==> src/sv/assert_macros.svh <==
// Assertion macros for the file that carries concurrent checks.
`ifndef ASSERT_MACROS_SVH
`define ASSERT_MACROS_SVH

// The consequent must hold in the same cycle as the antecedent.
`define ASSERT_SAME(lbl, clk, rstn, ante, cons, msg) \
    lbl: assert property (@(posedge clk) disable iff (!(rstn)) (ante) |-> (cons)) \
        else $error(msg);

// The consequent must hold in the cycle after the antecedent.
`define ASSERT_NEXT(lbl, clk, rstn, ante, cons, msg) \
    lbl: assert property (@(posedge clk) disable iff (!(rstn)) (ante) |=> (cons)) \
        else $error(msg);

`endif

==> src/sv/kdar_pkg.sv <==
package kdar_pkg;

    localparam int TIME_W = 16;
    localparam int STEP_W = 8;
    localparam int CFG_ADDR_W = 2;
    localparam int CFG_DATA_W = 16;

    localparam logic [TIME_W-1:0] TIME_MAX = '1;

    // Register indexes of the configuration port.
    localparam logic [CFG_ADDR_W-1:0] CFG_HOLD_DELAY      = 2'd0;
    localparam logic [CFG_ADDR_W-1:0] CFG_REPEAT_INTERVAL = 2'd1;
    localparam logic [CFG_ADDR_W-1:0] CFG_TIME_STEP       = 2'd2;

    // Register values after reset.
    localparam logic [TIME_W-1:0] RST_HOLD_DELAY      = 16'd1000;
    localparam logic [TIME_W-1:0] RST_REPEAT_INTERVAL = 16'd200;
    localparam logic [STEP_W-1:0] RST_TIME_STEP       = 8'd4;

    typedef struct packed {
        logic [TIME_W-1:0] hold_delay;
        logic [TIME_W-1:0] repeat_interval;
        logic [STEP_W-1:0] time_step;
    } t_cfg;

    // What one key lane reports for the current tick.
    typedef struct packed {
        logic fire;
        logic stable;
    } t_lane_res;

endpackage

==> src/sv/kdar_lane.sv <==
module kdar_lane import kdar_pkg::*; #(
    parameter int FILTER_LEN = 8
) (
    input  logic      i_clk,
    input  logic      i_rst_n,
    input  t_cfg      i_cfg,
    input  logic      i_advance,
    input  logic      i_level,
    output t_lane_res o_res
);

    logic [FILTER_LEN-1:0] r_hist;
    logic [FILTER_LEN-1:0] n_hist;
    logic                  r_stable;
    logic                  n_stable;
    logic                  r_prev;
    logic [TIME_W-1:0]     r_hold;
    logic [TIME_W-1:0]     n_hold;
    logic [TIME_W-1:0]     r_thresh;
    logic [TIME_W-1:0]     n_thresh;
    logic [TIME_W:0]       hold_sum;
    logic [TIME_W:0]       thresh_sum;
    logic                  press;
    logic                  repeat_hit;

    assign n_hist     = {r_hist[FILTER_LEN-2:0], i_level};
    assign hold_sum   = {1'b0, r_hold} + (TIME_W + 1)'(i_cfg.time_step);
    assign thresh_sum = {1'b0, r_thresh} + {1'b0, i_cfg.repeat_interval};

    always_comb begin
        n_stable = r_stable;
        n_hold   = r_hold;
        if (&n_hist) begin
            n_stable = 1'b1;
            n_hold   = '0;
        end else if (~|n_hist) begin
            n_stable = 1'b0;
            n_hold   = hold_sum[TIME_W] ? TIME_MAX : hold_sum[TIME_W-1:0];
        end
    end

    // A press is the debounced level falling from released to pressed.
    assign press      = r_prev & ~n_stable;
    assign repeat_hit = (n_hold != '0) && (n_hold > r_thresh);

    always_comb begin
        n_thresh = r_thresh;
        if (n_hold == '0) begin
            n_thresh = i_cfg.hold_delay;
        end else if (repeat_hit) begin
            n_thresh = thresh_sum[TIME_W] ? TIME_MAX : thresh_sum[TIME_W-1:0];
        end
    end

    always_ff @(posedge i_clk) begin
        if (!i_rst_n) begin
            r_hist   <= '1;
            r_stable <= 1'b1;
            r_prev   <= 1'b1;
            r_hold   <= '0;
            r_thresh <= RST_HOLD_DELAY;
        end else if (i_advance) begin
            r_hist   <= n_hist;
            r_stable <= n_stable;
            r_prev   <= n_stable;
            r_hold   <= n_hold;
            r_thresh <= n_thresh;
        end
    end

    assign o_res.fire   = press | repeat_hit;
    assign o_res.stable = n_stable;

endmodule

==> src/sv/kdar_merge.sv <==
module kdar_merge import kdar_pkg::*; #(
    parameter int NUM_KEYS = 4,
    parameter int OUT_W    = 8
) (
    input  logic             i_clk,
    input  logic             i_rst_n,
    input  t_lane_res        i_lane [NUM_KEYS],
    input  logic             i_load,
    input  logic             i_m_tready,
    output logic             o_ready,
    output logic             o_m_tvalid,
    output logic [OUT_W-1:0] o_m_tdata
);

    logic                r_valid;
    logic [NUM_KEYS-1:0] r_event;
    logic [NUM_KEYS-1:0] r_stable;
    logic [NUM_KEYS-1:0] n_event;
    logic [NUM_KEYS-1:0] n_stable;

    // The result register frees up in the same cycle as its transfer.
    assign o_ready = ~r_valid | i_m_tready;

    always_comb begin
        for (int k = 0; k < NUM_KEYS; k++) begin
            n_event[k]  = i_lane[k].fire;
            n_stable[k] = i_lane[k].stable;
        end
    end

    always_ff @(posedge i_clk) begin
        if (!i_rst_n) begin
            r_valid <= 1'b0;
        end else if (i_load) begin
            r_valid <= 1'b1;
        end else if (i_m_tready) begin
            r_valid <= 1'b0;
        end
    end

    always_ff @(posedge i_clk) begin
        if (i_load) begin
            r_event  <= n_event;
            r_stable <= n_stable;
        end
    end

    always_comb begin
        o_m_tdata                        = '0;
        o_m_tdata[NUM_KEYS-1:0]          = r_event;
        o_m_tdata[2*NUM_KEYS-1:NUM_KEYS] = r_stable;
    end

    assign o_m_tvalid = r_valid;

endmodule

==> src/sv/key_debounce_with_auto_repeat_unit.sv <==
// Channel        Dir  Signals                      Contents of a transfer
// -------------  ---  ---------------------------  ----------------------------------
// scan tick      in   i_s_tvalid/o_s_tready/data   key_levels
// key result     out  o_m_tvalid/i_m_tready/data   event_mask, stable_levels
// configuration  in   i_cfg_we/addr/wdata          one register write per cycle
//
// One scan tick is taken every cycle unless the input is stalled; its result appears in
// the cycle after the transfer, set by the single result register behind the key lanes.
// Reset is synchronous and active low; it returns every key to released and
// the registers to their default values.
// A stalled result holds the input only while the result register is full and
// the result side is not ready.
`include "assert_macros.svh"

module key_debounce_with_auto_repeat_unit import kdar_pkg::*; #(
    parameter int NUM_KEYS   = 4,
    parameter int FILTER_LEN = 8
) (
    input  logic                                  i_clk,
    input  logic                                  i_rst_n,
    // key_levels [NUM_KEYS-1:0], zero padding above
    input  logic [((NUM_KEYS + 7) / 8) * 8 - 1:0] i_s_tdata,
    input  logic                                  i_s_tvalid,
    output logic                                  o_s_tready,
    // event_mask [NUM_KEYS-1:0], stable_levels [2*NUM_KEYS-1:NUM_KEYS], zero padding above
    output logic [((2 * NUM_KEYS + 7) / 8) * 8 - 1:0] o_m_tdata,
    output logic                                  o_m_tvalid,
    input  logic                                  i_m_tready,
    input  logic                                  i_cfg_we,
    input  logic [CFG_ADDR_W-1:0]                 i_cfg_addr,
    input  logic [CFG_DATA_W-1:0]                 i_cfg_wdata
);

    localparam int OUT_W = ((2 * NUM_KEYS + 7) / 8) * 8;

    t_cfg      r_cfg;
    t_lane_res lane_res [NUM_KEYS];
    logic      in_xfer;

    // Register writes: an index outside the list is simply dropped.
    always_ff @(posedge i_clk) begin
        if (!i_rst_n) begin
            r_cfg.hold_delay      <= RST_HOLD_DELAY;
            r_cfg.repeat_interval <= RST_REPEAT_INTERVAL;
            r_cfg.time_step       <= RST_TIME_STEP;
        end else if (i_cfg_we) begin
            case (i_cfg_addr)
                CFG_HOLD_DELAY: begin
                    r_cfg.hold_delay <= i_cfg_wdata;
                end
                CFG_REPEAT_INTERVAL: begin
                    r_cfg.repeat_interval <= i_cfg_wdata;
                end
                CFG_TIME_STEP: begin
                    r_cfg.time_step <= i_cfg_wdata[STEP_W-1:0];
                end
                default: begin
                end
            endcase
        end
    end

    // A tick moves every key lane forward at once; the lanes never stall on
    // their own, so the only back-pressure is from the result register.
    assign in_xfer = i_s_tvalid & o_s_tready;

    for (genvar k = 0; k < NUM_KEYS; k++) begin : g_lane
        kdar_lane #(
            .FILTER_LEN (FILTER_LEN)
        ) u_lane (
            .i_clk     (i_clk),
            .i_rst_n   (i_rst_n),
            .i_cfg     (r_cfg),
            .i_advance (in_xfer),
            .i_level   (i_s_tdata[k]),
            .o_res     (lane_res[k])
        );
    end

    // The merge stage gathers the lane flags into one result word and holds
    // it until the downstream side takes the transfer.
    kdar_merge #(
        .NUM_KEYS (NUM_KEYS),
        .OUT_W    (OUT_W)
    ) u_merge (
        .i_clk      (i_clk),
        .i_rst_n    (i_rst_n),
        .i_lane     (lane_res),
        .i_load     (in_xfer),
        .i_m_tready (i_m_tready),
        .o_ready    (o_s_tready),
        .o_m_tvalid (o_m_tvalid),
        .o_m_tdata  (o_m_tdata)
    );

    // A released key has no down time, so it can never report an event.
    `ASSERT_SAME(a_event_only_pressed, i_clk, i_rst_n, o_m_tvalid,
        ((o_m_tdata[NUM_KEYS-1:0] & o_m_tdata[2*NUM_KEYS-1:NUM_KEYS]) == '0),
        "event reported for a released key")
    // Every accepted tick leaves a result waiting in the next cycle.
    `ASSERT_NEXT(a_result_follows, i_clk, i_rst_n, in_xfer, o_m_tvalid,
        "accepted tick produced no result")
    // A full result register that is not being drained must block the input.
    `ASSERT_SAME(a_no_overwrite, i_clk, i_rst_n, (o_m_tvalid && !i_m_tready),
        !o_s_tready, "input accepted over a pending result")

endmodule

==> config.mk <==
export PLATFORM = sky130hd
export DESIGN_NAME = key_debounce_with_auto_repeat_unit
export DESIGN_NICKNAME = d
export VERILOG_FILES = /design/src/sv/kdar_pkg.sv /design/src/sv/kdar_lane.sv /design/src/sv/kdar_merge.sv /design/src/sv/key_debounce_with_auto_repeat_unit.sv
export VERILOG_INCLUDE_DIRS = /design/src /design/src/sv
export SDC_FILE = /design/constraint.sdc
export NUM_CORES = 1
export LEC_CHECK = 0
export BUFFER_PORTS_ARGS = -buffer_cell sky130_fd_sc_hd__buf_2
export CAP_MARGIN = 25
export CORE_MARGIN = 3
export CORE_UTILIZATION = 55
export CTS_CLUSTER_SIZE = 28
export DETAILED_ROUTE_END_ITERATION = 10
export MAX_ROUTING_LAYER = met4
export PLACE_DENSITY = 0.69
export SYNTH_ARGS = -nofsm -noshare
export SYNTH_HDL_FRONTEND = slang
export SYNTH_HIERARCHICAL = 1
export SYNTH_SLANG_ARGS = --single-unit
==> constraint.sdc <==
create_clock -name i_clk -period 14.15 [get_ports i_clk]
set_input_delay 3.5375 -clock i_clk [delete_from_list [all_inputs] [get_ports i_clk]]
set_output_delay 3.5375 -clock i_clk [all_outputs]
set_load 0.01 [all_outputs]
**After elaboration in Yosys (flattened, before gate mapping)**

Cells that the tools add are included.

- Multiply operators: 0
- Bitwise logic cells: 15
- Order comparisons: 4
- Divide/modulo/power cells: 0
- Equality and inequality tests: 2
- Shifts and indexed selects: 0
- Mux-type cells: 34
- Reductions and logical operators: 33
- $add $sub $neg: 8

Operators with widths:

| cell | count |
|---|---|
| $mux 16 | 24 |
| $add 16x16->17 | 4 |
| $add 16x8->17 | 4 |
| $gt 16x16->1 | 4 |
| $logic_not 16->1 | 4 |
| $reduce_bool 16->1 | 4 |
| $reduce_and 8->1 | 4 |
| $reduce_or 8->1 | 4 |
| $reduce_and 2->1 | 7 |
| $mux 1 | 10 |
| $reduce_bool 2->1 | 5 |
| $and 1x1->1 | 5 |
| $not 1->1 | 5 |
| $or 1x1->1 | 5 |
| $logic_and 1x1->1 | 4 |
| $eq 2x1->1 const B | 1 |
| $eq 2x2->1 const B | 1 |
| $logic_not 2->1 | 1 |

- Register bits after elaboration: 209
- Bits of input ports: 31
- Output and inout bits: 10
- Latch bits: 0
- Memories: 0
- ROM bits: 0
- Bits in writable memories: 0
- Word-level logic and storage cells: 118

**Depth between registers and ports, before layout**

Gate-level depths: netlist of the first run.

- Word-level depth: 8
- Depth in mapped cells: 18
- Gate-level depth less buffers: 18

**By module**

Netlist of the first run, hierarchy kept.

Modules (own cells, without submodules):

| module | instances | area an instance (um2) | seq. area each (um2) | cells an instance |
|---|---|---|---|---|
| kdar_lane (g_lane[3].u_lane) | 1 | 3885.0 | 800.8 | 473 |
| kdar_lane (g_lane[2].u_lane) | 1 | 3792.4 | 800.8 | 471 |
| kdar_lane (g_lane[0].u_lane) | 1 | 3762.4 | 800.8 | 445 |
| kdar_lane (g_lane[1].u_lane) | 1 | 3638.5 | 800.8 | 442 |
| key_debounce_with_auto_repeat_unit | 1 | 1636.6 | 800.8 | 163 |
| kdar_merge | 1 | 289.0 | 260.2 | 12 |

**Worst setup path after synthesis of the first run**

Ideal clock, no wire load.

- Path type: input port to output port
- Start point: input port i_m_tready
- End point: output port o_s_tready
- Arrival: 3.677 ns
- Buffers on the path: 0
- Path slack: 6.936 ns
- Data required time: 10.612 ns
- Stages on the path: 1
- Cell sequence: nand2b_4

- Word-level cells in the longest chain between the ends: 1

RTL lines:

| what | RTL line | text |
|---|---|---|
| start: declaration | key_debounce_with_auto_repeat_unit.sv:28 | `input logic i_m_tready,` |
| $or 1x1->1 | kdar_merge.sv:22 | `assign o_ready = ~r_valid \| i_m_tready;` |
| end: declaration | key_debounce_with_auto_repeat_unit.sv:24 | `output logic o_s_tready,` |

Every way passes these cells.

**Worst setup path after layout of the first run**

- Start point: input port i_s_tdata[1]
- End point: register g_lane[1].u_lane.r_thresh[15]

- Word-level cells in the longest chain between the ends: 7
- Elaborated cells on any way between the ends: 11
- Those cells by class: 1 x order compare; 3 x mux; 7 x reduce/logical

RTL lines:

| what | RTL line | text |
|---|---|---|
| start: declaration | key_debounce_with_auto_repeat_unit.sv:22 | `input logic [((NUM_KEYS + 7) / 8) * 8 - 1:0] i_s_tdata,` |
| $reduce_or 8->1 | kdar_lane.sv:36 | `end else if (~\|n_hist) begin` |
| $mux 16 | kdar_lane.sv:36 |  |
| $mux 16 * | kdar_lane.sv:33 | `if (&n_hist) begin` |
| via g_lane[1].u_lane.n_hold[13] | kdar_lane.sv:18 | `logic [TIME_W-1:0] n_hold;` |
| $gt 16x16->1 / $reduce_bool 16->1 (equally long branches) | kdar_lane.sv:44 | `assign repeat_hit = (n_hold != '0) && (n_hold > r_thresh);` |
| $logic_and 1x1->1 | kdar_lane.sv:44 |  |
| $reduce_bool 2->1 (no source line) | -- |  |
| $reduce_and 2->1 (no source line) | -- |  |
| end signal: assignment | kdar_lane.sv:67 | `r_thresh <= n_thresh;` |
| end: declaration | kdar_lane.sv:19 | `logic [TIME_W-1:0] r_thresh;` |

Mark *: on every way through the listed nets, which the timed path passes. The rest lies on a longest branch.
A chain may end at the register's enable or synchronous reset.

==> results by group, run 1 <==
Critical path
  • Worst r2r path cells: 15
  • Crit path DAT: 8260 ps
  • Worst setup startpoint: i_s_tdata[1]
  • Reg2reg end: g_lane[1].u_lane/r_thresh[15]$_SDFFE_PN0P_
  • CP Data Required Time: approximately 15,000 ps
  • Register-to-register path setup slack: 8680 ps
  • Worst r2r src: r_cfg[1]$_SDFFE_PN0P_
  • CP endpoint: g_lane[1].u_lane/r_thresh[15]$_SDFFE_PN0P_
  • Worst Path Max Fanout: 14
  • Worst Setup Path Type: in2reg
  • CP max stage delay: ~840 ps
  • Critical-path cell list: buf_2 -> or4_1 -> nor2_1 -> nand4_2 -> a311oi_1 -> ha_1 -> a21o_1 -> a21o_1 -> a21oi_1 -> o21ai_0 -> a21oi_1 -> a31oi_1 -> o2bb2ai_4 -> nor2_2 -> a211o_1
  • Setup crit start kind: input port
  • Crit end category: flop
  • Critical path's slowest cell: a311oi_1

Timing
  • Worst-margin pin slew: between 900 and 1000 ps
  • RSZ-0062 raised after global routing: false
  • Final setup viols: 0
  • Count of pins over their slew limit: 0
  • Post-route setup slack: ~6400 ps
  • Worst clock skew: 15.49 ps
  • Post-route minimum period: approximately 7800 ps
  • Max Fclk: 128.5 MHz
  • Slew headroom: 34.25%
  • Tcrit/Tclk final: 55.00%
  • Final Hold Fails: 0
  • Worst hold slack: 495.9 ps
  • Setup TNS: 0 ps

Die
  • Core area: about 0.03 mm2
  • Initial Util: 56.62%
  • Die H: 181.8 um
  • # rows: 63
  • Die area: 0.03306 mm2
  • Io pins: between 40 and 50
  • Die X: 181.8 um

Clock network
  • CTS hold repair buffers: 0
  • Clk sink count: 209
  • Clk root buf: clkbuf_16
  • CTS clk-pin slew, worst paths: 60 ps
  • CTS buffer count: 26
  • Number of H-tree levels: 1
  • CTS tree: built
  • Setup Buffers After CTS: 0
  • Post_cts resized: 0
  • Clock tree buffer depth: 3
  • Worst-Skew Late Latency: about 540 ps

Pwr
  • Leakage: 8.001 nW
  • Net Sw Frac: a little over a quarter
  • Pint: 0.001161 W
  • P_sw: 0.0004245 W
  • Sequential share of power: 39.9%
  • Clk pwr share: 45.8%
  • Power density over the cells: 86.85 mW/mm2
  • Worst vdd ir: 0.00007461 V
  • Comb pwr share: roughly 14%

Drt
  • Drt via density: 6.382
  • Final WL: approximately 47 mm
  • Pre-antenna DRT Iters: 5
  • 1st-iter DRT viols: roughly 1,100
  • Wire length per cell: 19.72 um
  • DR DRC count: 0
  • Antenna-violating nets left: 0
  • Via count: 15,310

Final layout
  • Area grow syn2layout: 7.344%
  • Share of cells above drive strength 1: under 10%
  • Fin nets: 2,188
  • FILL cells: 2,686
  • Core Util, Final: 60.78%
  • Diode count: 0

Yosys
  • Top_reg_cell synth: dfxtp_1
  • Synth top area share: 23.66%
  • Register area share after synthesis: 25.08%
  • Post-Syn Nets: 2,205
  • Count leader, synth: nand2_1
  • Synth async-reset ratio: 0%
  • Netlist cell types: 112
  • Area leader, netlist: dfxtp_1
  • Ys Warns: 6
  • Post-synthesis cell count: between 2,000 and 2,500
  • Synthesized area: 0.01700 mm2
  • Area contributors post-synth: dfxtp_1, ha_1, mux2i_1
  • Post-synth top cells: nand2_1, dfxtp_1, mux2i_1
  • Yosys reg bits: around 210
  • Post-Syn Area per Cell: 8.476 um2
  • Post-synth EDFFs: 8

Flow run
  • Max-cap violation count: 0

Run status
  • Status: finished, final reports clean

Placed design
  • DP Wirelength: around 33 mm
  • GP Congestion: 0.9082
  • Worst slack, placed: 6017 ps
  • Port Buffer Count: 36

Global routing
  • First-pass GRT wire length: between 70 and 80 mm
  • Vias in the first global route: 14,570
  • Largest net degree at the start of global routing: 150
  • Total GRT Usage: 28.56%
  • Initial antenna violation count: 0
  • Remaining Overflow, GRT: 0

Min path
  • Min-delay worst type: reg2reg
-- cells in the final DEF, fill, tap and decap left out, types with 32 or more instances in the layout --
cell type  synthesis  final
nor2b_1           68     68
a31oi_1           37     37
mux2i_1          165    165
a21oi_1           70     70
a21o_1            42     42
inv_1            100    100
dfxtp_1          201    201
nand4_1           32     32
and3_1            40     40
o21ai_0           96     96
nor3_1            36     36
nand2_1          220    220
nor2_1           117    117
buf_2             15     36
ha_1             160    160
o21a_1            36     36
-- power groups by stage --
stage | Clock, W | Sequential [W] | Combinational [W]
floorplan | 0 | 0.000632 | 0.000179
global placement | 0 | 0.000644 | 0.000216
detailed placement | 0 | 0.000644 | 0.000222
CTS | 0.000737 | 0.000631 | 0.000224
global route | 0.000761 | 0.000633 | 0.000251
finish | 0.000726 | 0.000632 | 0.000227
-- worst min-delay path by stage --
stage                                               start                                          to  cells after the start
2_1_floorplan     g_lane[1].u_lane/r_hist[6]$_SDFFE_PN1P_     g_lane[1].u_lane/r_hist[6]$_SDFFE_PN1P_                      2
3_3_place_gp      g_lane[1].u_lane/r_hist[6]$_SDFFE_PN1P_     g_lane[1].u_lane/r_hist[6]$_SDFFE_PN1P_                      2
3_5_place_dp   g_lane[0].u_lane/r_thresh[13]$_SDFFE_PN0P_  g_lane[0].u_lane/r_thresh[13]$_SDFFE_PN0P_                      2
4_1_cts        g_lane[0].u_lane/r_thresh[13]$_SDFFE_PN0P_  g_lane[0].u_lane/r_thresh[13]$_SDFFE_PN0P_                      2
5_1_grt         g_lane[3].u_lane/r_thresh[2]$_SDFFE_PN0P_   g_lane[3].u_lane/r_thresh[2]$_SDFFE_PN0P_                      2
6_report       g_lane[0].u_lane/r_thresh[13]$_SDFFE_PN0P_  g_lane[0].u_lane/r_thresh[13]$_SDFFE_PN0P_                      2
-- state kept, by name, indices dropped and copies added (netlist names) --
name and cells:
r_cfg 40, g_lane.u_lane/r_hist 28, u_merge/r_event 4, g_lane.u_lane/r_prev 4, g_lane.u_lane/r_hold 64, g_lane.u_lane/r_thresh 64
u_merge/o_m_tvalid 1, u_merge/r_stable 4
-- through the flow --
step,std cells,area [um2],total power (W)
after floorplan,2006,17000,0.0008107
after global placement,2347,17260,0.0008599
after detailed placement,2349,17270,0.0008663
after CTS,2396,18200,0.001592
after global routing,2398,18250,0.001645
final,2398,18250,0.001585
-- cell type report --
class	count	area, um2	area share (%)
Multi-Input combinational cell	1604	11880	65.06
Inverter	101	379.1	2.077
Sequential cell	209	4264	23.36
Tap cell	390	488.0	2.673
Timing Repair Buffer	47	319.1	1.748
Clock inverter	9	170.2	0.9323
Clock buffer	38	757.0	4.147
-- kinds of logic (layout without fill, tap and decap cells) --
| group | after synthesis | in the layout | synth area share [%] |
|---|---|---|---|
| muxes | 165 | 165 | 9.713 |
| AOI/OAI and AO/OA | 520 | 520 | 22.23 |
| DFF | 209 | 209 | 25.08 |
| xor gates and xnor gates | 59 | 59 | 3.039 |
| and+or+nand+nor | 692 | 692 | 22.13 |
| buffers and inverters | 193 | 195 | 5.099 |
| adders and majority gates | 168 | 168 | 12.72 |
-- critical path: cells and delay by family --
| kind | cells | cell delay [ps] |
|---|---|---|
| and+or+nand+nor | 4 | 2040 |
| buffers and inverters | 1 | 110 |
| adders and majority gates | 1 | 370 |
| AOI/OAI and AO/OA | 9 | 2190 |
-- layer usage --
metal,track usage (%),vias to the layer above,wire (um)
met1,38.23,7315,21980
met4,9.263,0,1600
met2,45.26,446,21140
met5,-,-,0
li1,-,7446,-
met3,3.225,98,2564
(Power assumes the default switching activity.)
==> run 2, diff against run 1 <==
- PLACE_DENSITY: 0.69 -> 0.72
- clock period: 14.15 -> 6.5 ns (I/O delays scaled with it)
==> results by group, run 2 (same netlist as run 1, synthesis figures left out) <==
Critical path
  • Worst r2r src: r_cfg[1]$_SDFFE_PN0P_
  • Worst setup startpoint: i_s_tdata[1]
  • Worst Path Max Fanout: 12 (-2)
  • Worst Setup Path Type: in2reg
  • Crit path DAT: 5840 ps (-2420 ps)
  • CP Data Required Time: 6970 ps (-7660 ps)
  • Setup crit start kind: input port
  • Crit end category: flop

Timing
  • Max Fclk: 186.2 MHz
  • RSZ-0062 raised after global routing: false
  • Count of pins over their slew limit: 0 (unchanged)
  • Final Hold Fails: 0 (unchanged)
  • Tcrit/Tclk final: between 80 and 90%
  • Setup TNS: 0 ps (unchanged)
  • Slew headroom: 32.14% (-2.1 points)
  • Worst clock skew: 14.89 ps (-0.6058 ps)
  • Worst hold slack: 497.4 ps (+1.501 ps)
  • Post-route minimum period: ~5400 ps
  • Final setup viols: 0 (unchanged)
  • Worst-margin pin slew: 1017 ps (+30.53 ps)

Placed design
  • Port Buffer Count: 36 (unchanged)
  • Placed insts: 2,354 (+0.21%)
  • DP Wirelength: 33.76 mm (+0.91%)
  • GP Congestion: 0.9705 (+6.9%)

Drt
  • Pre-antenna DRT Iters: 5 (unchanged)
  • Wire length per cell: 19.79 um (+0.36%)
  • Final WL: 47.51 mm (+0.48%)
  • Via count: 15,470 (+1.1%)
  • Antenna-violating nets left: 0 (unchanged)
  • DR DRC count: 0 (unchanged)
  • 1st-iter DRT viols: 1,262 (+18%)
  • Drt via density: 6.441 (+0.93%)

Run status
  • Status: finished, final reports clean

Clock network
  • CTS tree: built
  • Number of H-tree levels: 1 (unchanged)
  • CTS hold repair buffers: 0 (unchanged)
  • Post_cts resized: 0 (unchanged)
  • Worst-Skew Late Latency: 530 ps (about the same)
  • CTS clk-pin slew, worst paths: 60 ps (about the same)
  • Clk sink count: 209 (unchanged)
  • Setup Buffers After CTS: 0 (unchanged)
  • Clk root buf: clkbuf_16
  • CTS buffer count: 25 (-3.8%)
  • Clock tree buffer depth: 3 (unchanged)

Final layout
  • Fin nets: 2,192 (+0.18%)
  • Fin cells: 2,401 (+0.13%)
  • Diode count: 0 (unchanged)
  • Core Util, Final: 60.58% (-0.20 points)
  • Top flop regs: g_lane.u_lane/r_hold (64), g_lane.u_lane/r_thresh (64), r_cfg (40)
  • Leading cell type in the layout, fill and taps excluded: nand2_1
  • Area grow syn2layout: 6.990%
  • Share of cells above drive strength 1: 9.697% (+0.33 points)
  • Most frequent cells in the layout: nand2_1, dfxtp_1, mux2i_1

Global routing
  • First-pass GRT wire length: 75.60 mm (-0.73%)
  • Met2 Usage GRT: 45.47% (+0.21 points)
  • Most Crowded Layer GR: met2
  • Total GRT Usage: 28.38% (-0.18 points)
  • Initial antenna violation count: 0 (unchanged)
  • Vias in the first global route: 14,510 (-0.42%)
  • Met1 layer usage reported by global route: 37.23% (-1.0 points)
  • Largest net degree at the start of global routing: 131 (-13%)
  • Remaining Overflow, GRT: 0 (unchanged)
  • Met3 GRT Util: 3.065% (-0.16 points)

Pwr
  • Net Sw Frac: 27.52% (+0.74 points)
  • Pint: 0.002400 W (+110%)
  • Clk pwr share: 43.6% (-2.2 points)
  • Worst vdd ir: 0.0001526 V (+100%)
  • Sequential share of power: 41.6% (+1.7 points)
  • Comb pwr share: 14.9% (+0.6 points)
  • Total power: 0.003312 W (+110%)
  • Power density over the cells: 182.0 mW/mm2 (+110%)
  • Leakage: 7.984 nW (-0.21%)
  • P_sw: 0.0009113 W (+110%)

Die
  • Initial Util: 56.62% (unchanged)
  • Io pins: 41 (unchanged)
  • Die H: 181.8 um (unchanged)
  • Die X: 181.8 um (unchanged)
  • # rows: 63 (unchanged)
  • Die area: 0.03306 mm2 (unchanged)
  • Core area: 0.03003 mm2 (unchanged)

Flow run
  • Max-cap violation count: 0 (unchanged)

Min path
  • Min-delay worst type: reg2reg
  • Hold_sp: u_merge/o_m_tvalid$_SDFFE_PN0P_
[run 2: cell count changes in the layout (fill, tap and decap cells not counted)]
| cell | previous run | this run |
|---|---|---|
| buf_4 | 7 | 13 |
| clkbuf_16 | 27 | 26 |
| clkbuf_8 | 4 | 6 |
| buf_16 | 2 | 1 |
| clkinv_2 | 4 | 6 |
| bufinv_16 | 5 | 2 |
| clkbuf_1 | 7 | 3 |
| clkinvlp_4 | 0 | 2 |
[run 2: final timing paths]
path,slack (ps),cells past startpoint,endpoint
setup / recovery,1130,17,g_lane[1].u_lane/r_thresh[15]$_SDFFE_PN0P_
hold / removal,500,2,u_merge/o_m_tvalid$_SDFFE_PN0P_
setup reg to reg,1220,14,g_lane[1].u_lane/r_thresh[15]$_SDFFE_PN0P_
hold reg to reg,500,2,u_merge/o_m_tvalid$_SDFFE_PN0P_
[run 2: metal layers]
metal | vias to the layer above | share of wire, % | routed length, um
met2 | 528 | 45 | 21490
met3 | 121 | 6.3 | 2973
li1 | 7445 | - | -
met1 | 7372 | 45 | 21180
met4 | 0 | 3.9 | 1863
met5 | - | 0 | 0
[run 2: worst max-delay path: stages]
cell,delay [ps]
buf_2,110
or4_1,440
or2_4,330
a2111oi_4,560
a41oi_1,260
a311oi_1,310
buf_4,190
ha_1,150
a21o_1,120
a21o_1,120
a21oi_1,80
o21ai_0,90
a21oi_1,60
a31oi_1,480
o311ai_1,440
a211oi_1,320
a211o_1,140
[run 2: power by group through the flow]
| stage | clock (W) | sequential (W) | combinational [W] |
|---|---|---|---|
| 3_5_place_dp | 0 | 0.00140 | 0.000483 |
| 2_1_floorplan | 0 | 0.00138 | 0.000390 |
| 5_1_grt | 0.00152 | 0.00138 | 0.000547 |
| 6_report | 0.00144 | 0.00138 | 0.000493 |
| 4_1_cts | 0.00147 | 0.00137 | 0.000487 |
| 3_3_place_gp | 0 | 0.00140 | 0.000471 |
[run 2: layout make-up]
class	count	area, um2
tap	390	488.0
fill	2564	11840
clock buffer	35	744.5
clock inverter	10	105.1
sequential	209	4264
inverter	101	379.1
timing repair buffer	52	336.6
multi-input combinational	1604	11880
[run 2: stage by stage]
stage,area [um2],setup slack [ps]
floorplan,17000,1414
global placement,17300,850.9
detailed placement,17310,791.9
CTS,18160,1247
global route,18190,890.4
finish,18190,1130
